===== config.mk =====
export PLATFORM = sky130hd
export DESIGN_NAME = gain_saturate_peak_meter
export DESIGN_NICKNAME = d
export VERILOG_FILES = /design/src/gspm_pkg.sv /design/src/gspm_front.sv /design/src/gspm_queue.sv /design/src/gspm_back.sv /design/src/gain_saturate_peak_meter.sv
export SDC_FILE = /design/constraint.sdc
export NUM_CORES = 2
export LEC_CHECK = 0
export BUFFER_PORTS_ARGS = -buffer_cell sky130_fd_sc_hd__clkbuf_2
export CORE_ASPECT_RATIO = 0.9
export CORE_MARGIN = 1.5
export CORE_UTILIZATION = 45
export DETAILED_ROUTE_END_ITERATION = 8
export HOLD_SLACK_MARGIN = 0.1
export PLACE_DENSITY = 0.7
export SLEW_MARGIN = 15
export SYNTH_ARGS = -nofsm -noshare
export SYNTH_HDL_FRONTEND = slang
export SYNTH_SLANG_ARGS = --single-unit
export TNS_END_PERCENT = 100

===== constraint.sdc =====
create_clock -name i_clk -period 39.5 [get_ports i_clk]
set_clock_uncertainty 0.2 [all_clocks]
set_input_delay 7.9 -clock i_clk [delete_from_list [all_inputs] [get_ports i_clk]]
set_output_delay 7.9 -clock i_clk [all_outputs]
set_load 0.005 [all_outputs]

===== src/gspm_pkg.sv =====
// Package for the gain / saturate / peak meter block.
// Holds shared types, register indexes and constants; no dependencies.
package gspm_pkg;

    // Register indexes on the configuration port
    localparam logic [1:0] REG_GAIN       = 2'd0;
    localparam logic [1:0] REG_WIDTH_MODE = 2'd1;
    localparam logic [1:0] REG_CURVE      = 2'd2;
    localparam logic [1:0] REG_PEAK_SCALE = 2'd3;

    // Reset values of the registers
    localparam logic [15:0] GAIN_UNITY      = 16'd256;
    localparam logic        MODE_RESET      = 1'b1;
    localparam logic [2:0]  CURVE_RESET     = 3'd0;
    localparam logic [15:0] PEAK_SCALE_INIT = 16'd100;

    // Full scale per sample width
    localparam logic [14:0] FS_NARROW = 15'd127;
    localparam logic [14:0] FS_WIDE   = 15'd32767;

    // Sample width modes
    localparam logic MODE_NARROW = 1'b0;

    // Weighting curve codes
    localparam logic [2:0] CURVE_SQRT   = 3'd1;
    localparam logic [2:0] CURVE_ROOT4  = 3'd2;
    localparam logic [2:0] CURVE_ROOT8  = 3'd3;
    localparam logic [2:0] CURVE_SQUARE = 3'd4;
    localparam logic [2:0] CURVE_POW4   = 3'd5;
    localparam logic [2:0] CURVE_POW8   = 3'd6;

    // Width of the Q1.16 ratio (1.0 needs bit 16)
    localparam int RATIO_W = 17;
    // Width of the square root working registers
    localparam int SQ_W = 34;

    typedef struct packed {
        logic [15:0] gain;
        logic        width_mode;
        logic [2:0]  curve;
        logic [15:0] peak_scale;
    } t_cfg;

    // One queued word: clamped sample plus frame peak snapshot
    typedef struct packed {
        logic [15:0] sample;
        logic        last;
        logic [14:0] peak;
    } t_item;

    typedef enum logic [2:0] {
        ST_IDLE,
        ST_DIV,
        ST_SQRT,
        ST_SQR,
        ST_SCALE
    } t_state;

endpackage


===== src/gspm_front.sv =====
// Front end: takes input words, applies gain and symmetric clamp, tracks frame peak.
// Depends on gspm_pkg.
module gspm_front (
    input  logic            i_clk,
    input  logic            i_rst_n,
    input  gspm_pkg::t_cfg  i_cfg,
    input  logic            i_valid,
    input  logic [15:0]     i_sample,
    input  logic            i_last,
    input  logic            i_full,
    output logic            o_ready,
    output logic            o_push,
    output gspm_pkg::t_item o_item
);

    logic        neg;
    logic [16:0] mag;
    logic [14:0] fs;
    logic [15:0] g;
    logic [32:0] prod;
    logic [24:0] scaled;
    logic [14:0] clamped;
    logic [14:0] new_peak;
    logic [14:0] r_peak;

    assign o_ready = ~i_full;
    assign o_push  = i_valid & ~i_full;

    // Magnitude and full scale by mode
    always_comb begin
        if (i_cfg.width_mode == gspm_pkg::MODE_NARROW) begin
            neg = i_sample[7];
            mag = neg ? (17'd256 - {9'd0, i_sample[7:0]}) : {9'd0, i_sample[7:0]};
            fs  = gspm_pkg::FS_NARROW;
        end else begin
            neg = i_sample[15];
            mag = neg ? (17'h10000 - {1'b0, i_sample}) : {1'b0, i_sample};
            fs  = gspm_pkg::FS_WIDE;
        end
    end

    // Gain (zero acts as unity), truncate, clamp
    always_comb begin
        g        = (i_cfg.gain == 16'd0) ? gspm_pkg::GAIN_UNITY : i_cfg.gain;
        prod     = {16'd0, mag} * {17'd0, g};
        scaled   = prod[32:8];
        clamped  = (scaled > {10'd0, fs}) ? fs : scaled[14:0];
        new_peak = (clamped > r_peak) ? clamped : r_peak;
    end

    always_comb begin
        o_item.sample = neg ? (16'd0 - {1'b0, clamped}) : {1'b0, clamped};
        o_item.last   = i_last;
        o_item.peak   = new_peak;
    end

    // Running frame peak, cleared after the last word
    always_ff @(posedge i_clk) begin
        if (!i_rst_n) begin
            r_peak <= 15'd0;
        end else if (o_push) begin
            r_peak <= i_last ? 15'd0 : new_peak;
        end
    end

endmodule


===== src/gspm_queue.sv =====
// Two-entry queue between front and back ends.
// Depends on gspm_pkg.
module gspm_queue (
    input  logic            i_clk,
    input  logic            i_rst_n,
    input  logic            i_push,
    input  gspm_pkg::t_item i_item,
    input  logic            i_pop,
    output logic            o_full,
    output logic            o_empty,
    output gspm_pkg::t_item o_item
);

    gspm_pkg::t_item r_mem [2];
    logic            r_wptr;
    logic            r_rptr;
    logic [1:0]      r_count;

    assign o_full  = (r_count == 2'd2);
    assign o_empty = (r_count == 2'd0);
    assign o_item  = r_mem[r_rptr];

    // Storage
    always_ff @(posedge i_clk) begin
        if (i_push) begin
            r_mem[r_wptr] <= i_item;
        end
    end

    // Pointers and fill count
    always_ff @(posedge i_clk) begin
        if (!i_rst_n) begin
            r_wptr  <= 1'b0;
            r_rptr  <= 1'b0;
            r_count <= 2'd0;
        end else begin
            if (i_push) r_wptr <= ~r_wptr;
            if (i_pop)  r_rptr <= ~r_rptr;
            case ({i_push, i_pop})
                2'b10:   r_count <= r_count + 2'd1;
                2'b01:   r_count <= r_count - 2'd1;
                default: r_count <= r_count;
            endcase
        end
    end

endmodule


===== src/gspm_back.sv =====
// Back end: passes samples on and computes the weighted peak level on frame ends.
// Depends on gspm_pkg; ratio to full scale by constant-divisor logic, serial square root.
module gspm_back (
    input  logic            i_clk,
    input  logic            i_rst_n,
    input  gspm_pkg::t_cfg  i_cfg,
    input  logic            i_empty,
    input  gspm_pkg::t_item i_item,
    output logic            o_pop,
    input  logic            i_ready,
    output logic            o_valid,
    output logic [15:0]     o_sample,
    output logic            o_last,
    output logic [15:0]     o_level
);

    localparam int RW = gspm_pkg::RATIO_W;
    localparam int SW = gspm_pkg::SQ_W;

    gspm_pkg::t_state r_state, n_state;

    logic [15:0]   r_sample, n_sample;
    logic [14:0]   r_pk, n_pk;
    logic [RW-1:0] r_w, n_w;
    logic [SW-1:0] r_sq_v, n_sq_v;
    logic [SW-1:0] r_sq_res, n_sq_res;
    logic [SW-1:0] r_sq_bit, n_sq_bit;
    logic [1:0]    r_iter, n_iter;
    logic          r_ovalid, n_ovalid;
    logic [15:0]   r_osample, n_osample;
    logic          r_olast, n_olast;
    logic [15:0]   r_olevel, n_olevel;

    logic          out_free;
    logic [RW-1:0] ratio_wide;
    logic [8:0]    pk4;
    logic [2:0]    narrow_fix;
    logic [RW-1:0] ratio_narrow;
    logic [RW-1:0] ratio;
    logic [SW-1:0] sq_t;
    logic [2*RW-1:0] sqr_p;
    logic [32:0]   scale_p;

    assign o_valid  = r_ovalid;
    assign o_sample = r_osample;
    assign o_last   = r_olast;
    assign o_level  = r_olevel;

    // State register
    always_ff @(posedge i_clk) begin
        if (!i_rst_n) begin
            r_state  <= gspm_pkg::ST_IDLE;
            r_ovalid <= 1'b0;
        end else begin
            r_state  <= n_state;
            r_ovalid <= n_ovalid;
        end
    end

    // Datapath registers
    always_ff @(posedge i_clk) begin
        r_sample  <= n_sample;
        r_pk      <= n_pk;
        r_w       <= n_w;
        r_sq_v    <= n_sq_v;
        r_sq_res  <= n_sq_res;
        r_sq_bit  <= n_sq_bit;
        r_iter    <= n_iter;
        r_osample <= n_osample;
        r_olast   <= n_olast;
        r_olevel  <= n_olevel;
    end

    // Ratio peak * 65536 / fs for the two fixed full scales.
    // Wide: fs = 2^15 - 1, so the ratio is 2p + floor(2p / fs), the tail is 0, 1 or 2.
    // Narrow: 65536 = 516 * 127 + 4, so the ratio is 516p + floor(4p / 127).
    always_comb begin
        ratio_wide   = {1'b0, r_pk, 1'b0} + {16'd0, r_pk[14]} + {16'd0, &r_pk};
        pk4          = {r_pk[6:0], 2'b00};
        narrow_fix   = {2'd0, pk4 >= 9'd127} + {2'd0, pk4 >= 9'd254}
                     + {2'd0, pk4 >= 9'd381} + {2'd0, pk4 >= 9'd508};
        ratio_narrow = {1'b0, r_pk[6:0], 9'd0} + {8'd0, pk4} + {14'd0, narrow_fix};
        ratio        = (i_cfg.width_mode == gspm_pkg::MODE_NARROW) ? ratio_narrow : ratio_wide;
    end

    // Next state and datapath
    always_comb begin
        n_state   = r_state;
        n_sample  = r_sample;
        n_pk      = r_pk;
        n_w       = r_w;
        n_sq_v    = r_sq_v;
        n_sq_res  = r_sq_res;
        n_sq_bit  = r_sq_bit;
        n_iter    = r_iter;
        n_ovalid  = r_ovalid;
        n_osample = r_osample;
        n_olast   = r_olast;
        n_olevel  = r_olevel;
        o_pop     = 1'b0;

        out_free = ~r_ovalid | i_ready;
        sq_t     = r_sq_res + r_sq_bit;
        sqr_p    = r_w * r_w;
        scale_p  = {16'd0, r_w} * {17'd0, i_cfg.peak_scale};

        if (r_ovalid && i_ready) n_ovalid = 1'b0;

        unique case (r_state)
            gspm_pkg::ST_IDLE: begin
                if (!i_empty && out_free) begin
                    o_pop = 1'b1;
                    if (!i_item.last) begin
                        n_ovalid  = 1'b1;
                        n_osample = i_item.sample;
                        n_olast   = 1'b0;
                        n_olevel  = 16'd0;
                    end else begin
                        n_sample = i_item.sample;
                        n_pk     = i_item.peak;
                        n_state  = gspm_pkg::ST_DIV;
                    end
                end
            end
            // Ratio to full scale, then pick the curve
            gspm_pkg::ST_DIV: begin
                n_w = ratio;
                case (i_cfg.curve)
                    gspm_pkg::CURVE_SQRT, gspm_pkg::CURVE_ROOT4,
                    gspm_pkg::CURVE_ROOT8: begin
                        n_iter   = i_cfg.curve[1:0];
                        n_sq_v   = {1'b0, ratio, 16'd0};
                        n_sq_res = '0;
                        n_sq_bit = SW'(1) << 32;
                        n_state  = gspm_pkg::ST_SQRT;
                    end
                    gspm_pkg::CURVE_SQUARE, gspm_pkg::CURVE_POW4,
                    gspm_pkg::CURVE_POW8: begin
                        n_iter  = 2'(i_cfg.curve - 3'd3);
                        n_state = gspm_pkg::ST_SQR;
                    end
                    default: n_state = gspm_pkg::ST_SCALE;
                endcase
            end
            // Integer square root of w << 16, two bits a cycle
            gspm_pkg::ST_SQRT: begin
                if (r_sq_v >= sq_t) begin
                    n_sq_v   = r_sq_v - sq_t;
                    n_sq_res = (r_sq_res >> 1) + r_sq_bit;
                end else begin
                    n_sq_res = r_sq_res >> 1;
                end
                n_sq_bit = r_sq_bit >> 2;
                if (r_sq_bit[0]) begin
                    n_w = n_sq_res[RW-1:0];
                    if (r_iter == 2'd1) begin
                        n_state = gspm_pkg::ST_SCALE;
                    end else begin
                        n_iter   = r_iter - 2'd1;
                        n_sq_v   = {1'b0, n_sq_res[RW-1:0], 16'd0};
                        n_sq_res = '0;
                        n_sq_bit = SW'(1) << 32;
                    end
                end
            end
            // Power curves: w = (w * w) >> 16 per step
            gspm_pkg::ST_SQR: begin
                n_w    = sqr_p[32:16];
                n_iter = r_iter - 2'd1;
                if (r_iter == 2'd1) n_state = gspm_pkg::ST_SCALE;
            end
            gspm_pkg::ST_SCALE: begin
                if (out_free) begin
                    n_ovalid  = 1'b1;
                    n_osample = r_sample;
                    n_olast   = 1'b1;
                    n_olevel  = scale_p[31:16];
                    n_state   = gspm_pkg::ST_IDLE;
                end
            end
            default: n_state = gspm_pkg::ST_IDLE;
        endcase
    end

endmodule


===== src/gain_saturate_peak_meter.sv =====
// Top level of the gain / saturate / peak meter: register port, front, queue, back.
// Depends on gspm_pkg, gspm_front, gspm_queue, gspm_back.
//
//  channel  | dir | handshake               | word
//  s_axis   | in  | s_axis_tvalid/tready    | tdata[15:0] in_sample, tlast frame_end
//  m_axis   | out | m_axis_tvalid/tready    | tdata[15:0] out_sample, [31:16] peak_level,
//           |     |                         | tlast out_last
//  apb      | in  | psel/penable/pready     | gain, width mode, curve, peak scale at 0,4,8,12
//
// A word that does not end a frame goes from the queue straight to the output
// register, so such words stream at one per cycle while the output is free and
// no frame end is pending. A frame's last word takes the ratio to full scale, then
// the serial square root per root or the squaring per power step, then scaling.
// Reset is synchronous, active low; it restores register defaults and empties the queue.
// The front stalls only when the two-entry queue is full; the output register
// holds its word until m_axis_tready.
module gain_saturate_peak_meter (
    input  logic        i_clk,
    input  logic        i_rst_n,
    // configuration port
    input  logic        psel,
    input  logic        penable,
    input  logic        pwrite,
    input  logic [3:0]  paddr,
    input  logic [31:0] pwdata,
    output logic [31:0] prdata,
    output logic        pready,
    // input stream
    input  logic        s_axis_tvalid,
    output logic        s_axis_tready,
    input  logic [15:0] s_axis_tdata,   // [15:0] in_sample
    input  logic        s_axis_tlast,
    // output stream
    output logic        m_axis_tvalid,
    input  logic        m_axis_tready,
    output logic [31:0] m_axis_tdata,   // [15:0] out_sample, [31:16] peak_level
    output logic        m_axis_tlast
);

    gspm_pkg::t_cfg  r_cfg;
    gspm_pkg::t_item push_item;
    gspm_pkg::t_item pop_item;
    logic            push;
    logic            pop;
    logic            q_full;
    logic            q_empty;
    logic            wr_en;
    logic [15:0]     out_sample;
    logic [15:0]     out_level;

    assign pready = 1'b1;
    assign wr_en  = psel & penable & pwrite;

    // Configuration registers
    always_ff @(posedge i_clk) begin
        if (!i_rst_n) begin
            r_cfg.gain       <= gspm_pkg::GAIN_UNITY;
            r_cfg.width_mode <= gspm_pkg::MODE_RESET;
            r_cfg.curve      <= gspm_pkg::CURVE_RESET;
            r_cfg.peak_scale <= gspm_pkg::PEAK_SCALE_INIT;
        end else if (wr_en) begin
            unique case (paddr[3:2])
                gspm_pkg::REG_GAIN:       r_cfg.gain       <= pwdata[15:0];
                gspm_pkg::REG_WIDTH_MODE: r_cfg.width_mode <= pwdata[0];
                gspm_pkg::REG_CURVE:      r_cfg.curve      <= pwdata[2:0];
                gspm_pkg::REG_PEAK_SCALE: r_cfg.peak_scale <= pwdata[15:0];
                default: ;
            endcase
        end
    end

    // Register read back
    always_comb begin
        unique case (paddr[3:2])
            gspm_pkg::REG_GAIN:       prdata = {16'd0, r_cfg.gain};
            gspm_pkg::REG_WIDTH_MODE: prdata = {31'd0, r_cfg.width_mode};
            gspm_pkg::REG_CURVE:      prdata = {29'd0, r_cfg.curve};
            gspm_pkg::REG_PEAK_SCALE: prdata = {16'd0, r_cfg.peak_scale};
            default:                  prdata = 32'd0;
        endcase
    end

    gspm_front u_front (
        .i_clk    (i_clk),
        .i_rst_n  (i_rst_n),
        .i_cfg    (r_cfg),
        .i_valid  (s_axis_tvalid),
        .i_sample (s_axis_tdata),
        .i_last   (s_axis_tlast),
        .i_full   (q_full),
        .o_ready  (s_axis_tready),
        .o_push   (push),
        .o_item   (push_item)
    );

    gspm_queue u_queue (
        .i_clk   (i_clk),
        .i_rst_n (i_rst_n),
        .i_push  (push),
        .i_item  (push_item),
        .i_pop   (pop),
        .o_full  (q_full),
        .o_empty (q_empty),
        .o_item  (pop_item)
    );

    gspm_back u_back (
        .i_clk    (i_clk),
        .i_rst_n  (i_rst_n),
        .i_cfg    (r_cfg),
        .i_empty  (q_empty),
        .i_item   (pop_item),
        .o_pop    (pop),
        .i_ready  (m_axis_tready),
        .o_valid  (m_axis_tvalid),
        .o_sample (out_sample),
        .o_last   (m_axis_tlast),
        .o_level  (out_level)
    );

    assign m_axis_tdata = {out_level, out_sample};

`ifndef SYNTH
    // Level is zero on words that do not end a frame
    a_level_zero: assert property (@(posedge i_clk) disable iff (!i_rst_n)
        m_axis_tvalid && !m_axis_tlast |-> m_axis_tdata[31:16] == 16'd0)
        else $error("peak level set on a word that does not end a frame");

    // Clamp is symmetric: most negative code never appears
    a_no_min: assert property (@(posedge i_clk) disable iff (!i_rst_n)
        m_axis_tvalid |-> m_axis_tdata[15:0] != 16'h8000)
        else $error("clamp produced the most negative code");

    // Queue never pushed while full
    a_no_overflow: assert property (@(posedge i_clk) disable iff (!i_rst_n)
        q_full |-> !push)
        else $error("queue written while full");

    // Queue never popped while empty
    a_no_underflow: assert property (@(posedge i_clk) disable iff (!i_rst_n)
        q_empty |-> !pop)
        else $error("queue read while empty");
`endif

endmodule


==> results.md <==
* Rows at 106
* WP buf/inv at 5
* WP data arrival at 21.99 ns
* Top cells by area, synth: fa_1, edfxtp_1, ha_1
* Max Root-Sink Buffers at 3
* Relative slew slack at 0.310
* Vias in the first global route at 32900
* Congestion Overflow GR at 0
* Die area at 96400 µm²
* Die Ht at 295 µm
* CTS tree: yes
* Layout cells sized above 1 at 0.0648
* Post-Route WL at 104000 µm
* Status: completed
* Core Area at 93200 µm²
* Root buffer cell: clkbuf_16
* Die width at 327 µm
* Worst skew pair latency at 0.58 ns
* Critical path peak fanout at 43
* Area of the multi-input gates at 30600 µm²
* Routed length per instance at 17.8 µm
* Drt first pass iters at 5
* Post-Syn Area at 42500 µm²
* Fillcell total at 8697
* Reg area at 8170 µm²
* Via density at 5.40
* Total CTS buffers at 35
* Ys async rst share at 0
* Min-delay worst type: reg -> reg
* Gpl congestion at 0.891
* Largest net degree at the start of global routing at 58
* Max incr delay on CP at 0.83 ns
* Initial antenna violation count at 4
* Final hold violations at 0
* Post-synth EDFFs at 232
* RSZ-0062 raised after global routing: no
* Final min period at 21.67 ns
* Syn. warnings at 0
* Ys flop type: edfxtp_1
* Avg Cell Area, Syn at 9.22 µm²
* Most Frequent Cell on Critical Path: fa_1
* Synth area leader: fa_1
* Setup CP Type: in -> reg
* Max Slew Vio Count at 0
* Hold Buf Count CTS at 0
* First-pass GRT wire length at 174000 µm
* Synthesized flop and latch total at 292
* CP top delay family: simple AND/OR/NAND/NOR gates
* Nets at 5662
* Sequential area share after synthesis at 0.192
* Worst path slowest cell: nor2_4
* Post-CTS Setup Inserts at 0
* F_max at 0.0461 GHz
* Max_cap viols at 0
* IO buf count at 92
* Post-synth top area share at 0.285
* CP endpoint kind: register
* # DRC at 0
* Setup tns final at 0 ns
* ANT nets after route at 0
* Initial drt markers at 2044
* Setup violators final at 0
* H-tree depth at 2
* Synth-to-Final Area Change at 6.59%
* Clock Sinks at 292
* Gate Count Post-Synth at 4612
* Via Count at 31600
* All-Layer GR Usage at 0.225
* CP required at 39.82 ns
* Clock transition at path regs at 0.06 ns
* Dpl hpwl at 79200 µm
* Initial Util at 0.456
* Slew @ Worst Pin at 1.03 ns
* # IOs at 128
* Startpoint class of the critical path: primary input
* Fin crit share at 0.549
* CTS resizes at 0
* Synth unique cells at 77
==> metrics by stage <==
| step | area [µm²] | instances | worst slack, ns | utilization | hold slack (ns) |
|---|---|---|---|---|---|
| after CTS | 45300 | 5855 | 17.93 | 0.486 | 0.285 |
| after detailed placement | 44100 | 5792 | 17.34 | 0.473 | 0.271 |
| after global placement | 44100 | 5792 | 17.45 | 0.473 | 0.269 |
| after floorplan | 42700 | 4643 | 20.35 | - | 0.254 |
| final | 45300 | 5857 | 17.83 | 0.486 | 0.287 |
| after global routing | 45300 | 5856 | 16.93 | 0.486 | 0.302 |
==> layout by cell type (no fill, tap or decap), types with 33 or more instances in the layout <==
cell       count
o21ai_0       88
ha_1         409
clkbuf_16     35
edfxtp_1     232
xor2_1        78
nor3_1        39
nand2_1      661
mux2_2        62
buf_4         52
inv_1        790
conb_1        33
a31oi_1       49
and2_1       237
xnor2_1       96
fa_1         605
nand3_1       48
nor2b_1       36
dfxtp_1       58
clkbuf_2      92
a21oi_1      145
and3_1        74
a211oi_1      34
nor2_1       185
a21boi_0      42
a21o_1        61
==> synthesized netlist by cell type, types with 18 or more instances <==
cell type  number
nand2b_1       23
nor2b_1        36
edfxtp_1      232
a211oi_1       34
o21bai_1       22
and2_1        238
mux2_2         62
nor2_1        190
and3_1         74
nor3_1         40
o211ai_1       28
inv_1         790
o21a_1         22
ha_1          409
a21oi_1       145
clkbuf_1      202
nand2_1       662
a21o_1         61
mux2i_1        21
xnor2_1        96
nand3_1        48
a31oi_1        49
a21boi_0       42
o21ai_0        88
fa_1          605
dfxtp_1        60
or3_1          21
xor2_1         78
buf_4          18
a22o_1         20
==> worst paths after layout <==
| check | from | to | slack (ns) | cells after the start |
|---|---|---|---|---|
| setup / recovery | s_axis_tdata[0] | u_front.r_peak[13]$_SDFFE_PN0P_ | 17.83 | 47 |
| hold / removal | u_front.r_peak[3]$_SDFFE_PN0P_ | u_front.r_peak[3]$_SDFFE_PN0P_ | 0.29 | 2 |
| setup reg to reg | r_cfg[19]$_SDFFE_PN1P_ | u_front.r_peak[13]$_SDFFE_PN0P_ | 25.42 | 45 |
| hold reg to reg | u_front.r_peak[3]$_SDFFE_PN0P_ | u_front.r_peak[3]$_SDFFE_PN0P_ | 0.29 | 2 |
==> layout make-up <==
type | instances | area share
sequential | 292 | 0.180
multi-input combinational | 3322 | 0.675
tap | 1242 | 0.0343
clock buffer | 41 | 0.0200
timing repair buffer | 145 | 0.0194
clock inverter | 22 | 0.00563
antenna | 1 | 0.0000552
inverter | 792 | 0.0656
==> cell families (layout without fill, tap and decap cells) <==
family,Yosys count,in the layout,share of synthesized area
other,2,34,0.000177
AO/OA/AOI/OAI,623,623,0.0984
adder cells (fa/ha/maj),1014,1014,0.405
AND/OR/NAND/NOR,1392,1392,0.153
multiplexers,85,85,0.0224
flip-flops,292,292,0.192
XOR/XNOR,175,175,0.0362
buffers and inverters,1029,1000,0.0927
==> sequential cells by signal (all words and copies together) (netlist names), named ones only <==
register / count
u_queue.r_mem: 64
r_cfg: 36
u_back.r_sq_res: 34
u_back.r_sq_v: 34
u_back.r_sq_bit: 17
u_back.r_w: 17
u_back.o_level: 16
u_back.o_sample: 16
u_back.r_sample: 16
u_back.r_pk: 15
u_front.r_peak: 15
u_back.r_state: 3
u_back.r_iter: 2
u_queue.r_count: 2
u_back.o_last: 1
u_back.o_valid: 1
u_queue.r_rptr: 1
u_queue.r_wptr: 1
==> worst register-to-register path: cells and delay by family (launching register included) <==
family	cells	cell delay (ns)
AOI/OAI and AO/OA	16	4.42
xor gates and xnor gates	2	0.63
adders and majority gates	9	3.40
buffers and inverters	5	0.63
DFF	1	0.84
and+or+nand+nor	13	3.94
==> layer usage <==
metal  vias up  routed length [µm]  track usage
li1      14800                   -            -
met1     15700               46500        0.308
met2       971               47400        0.365
met3       172                7970       0.0451
met4         4                2540       0.0571
met5         -                  21            0
Power is not shown: default switching activity piles up to over one toggle a cycle in this logic, so the estimate is an artifact.
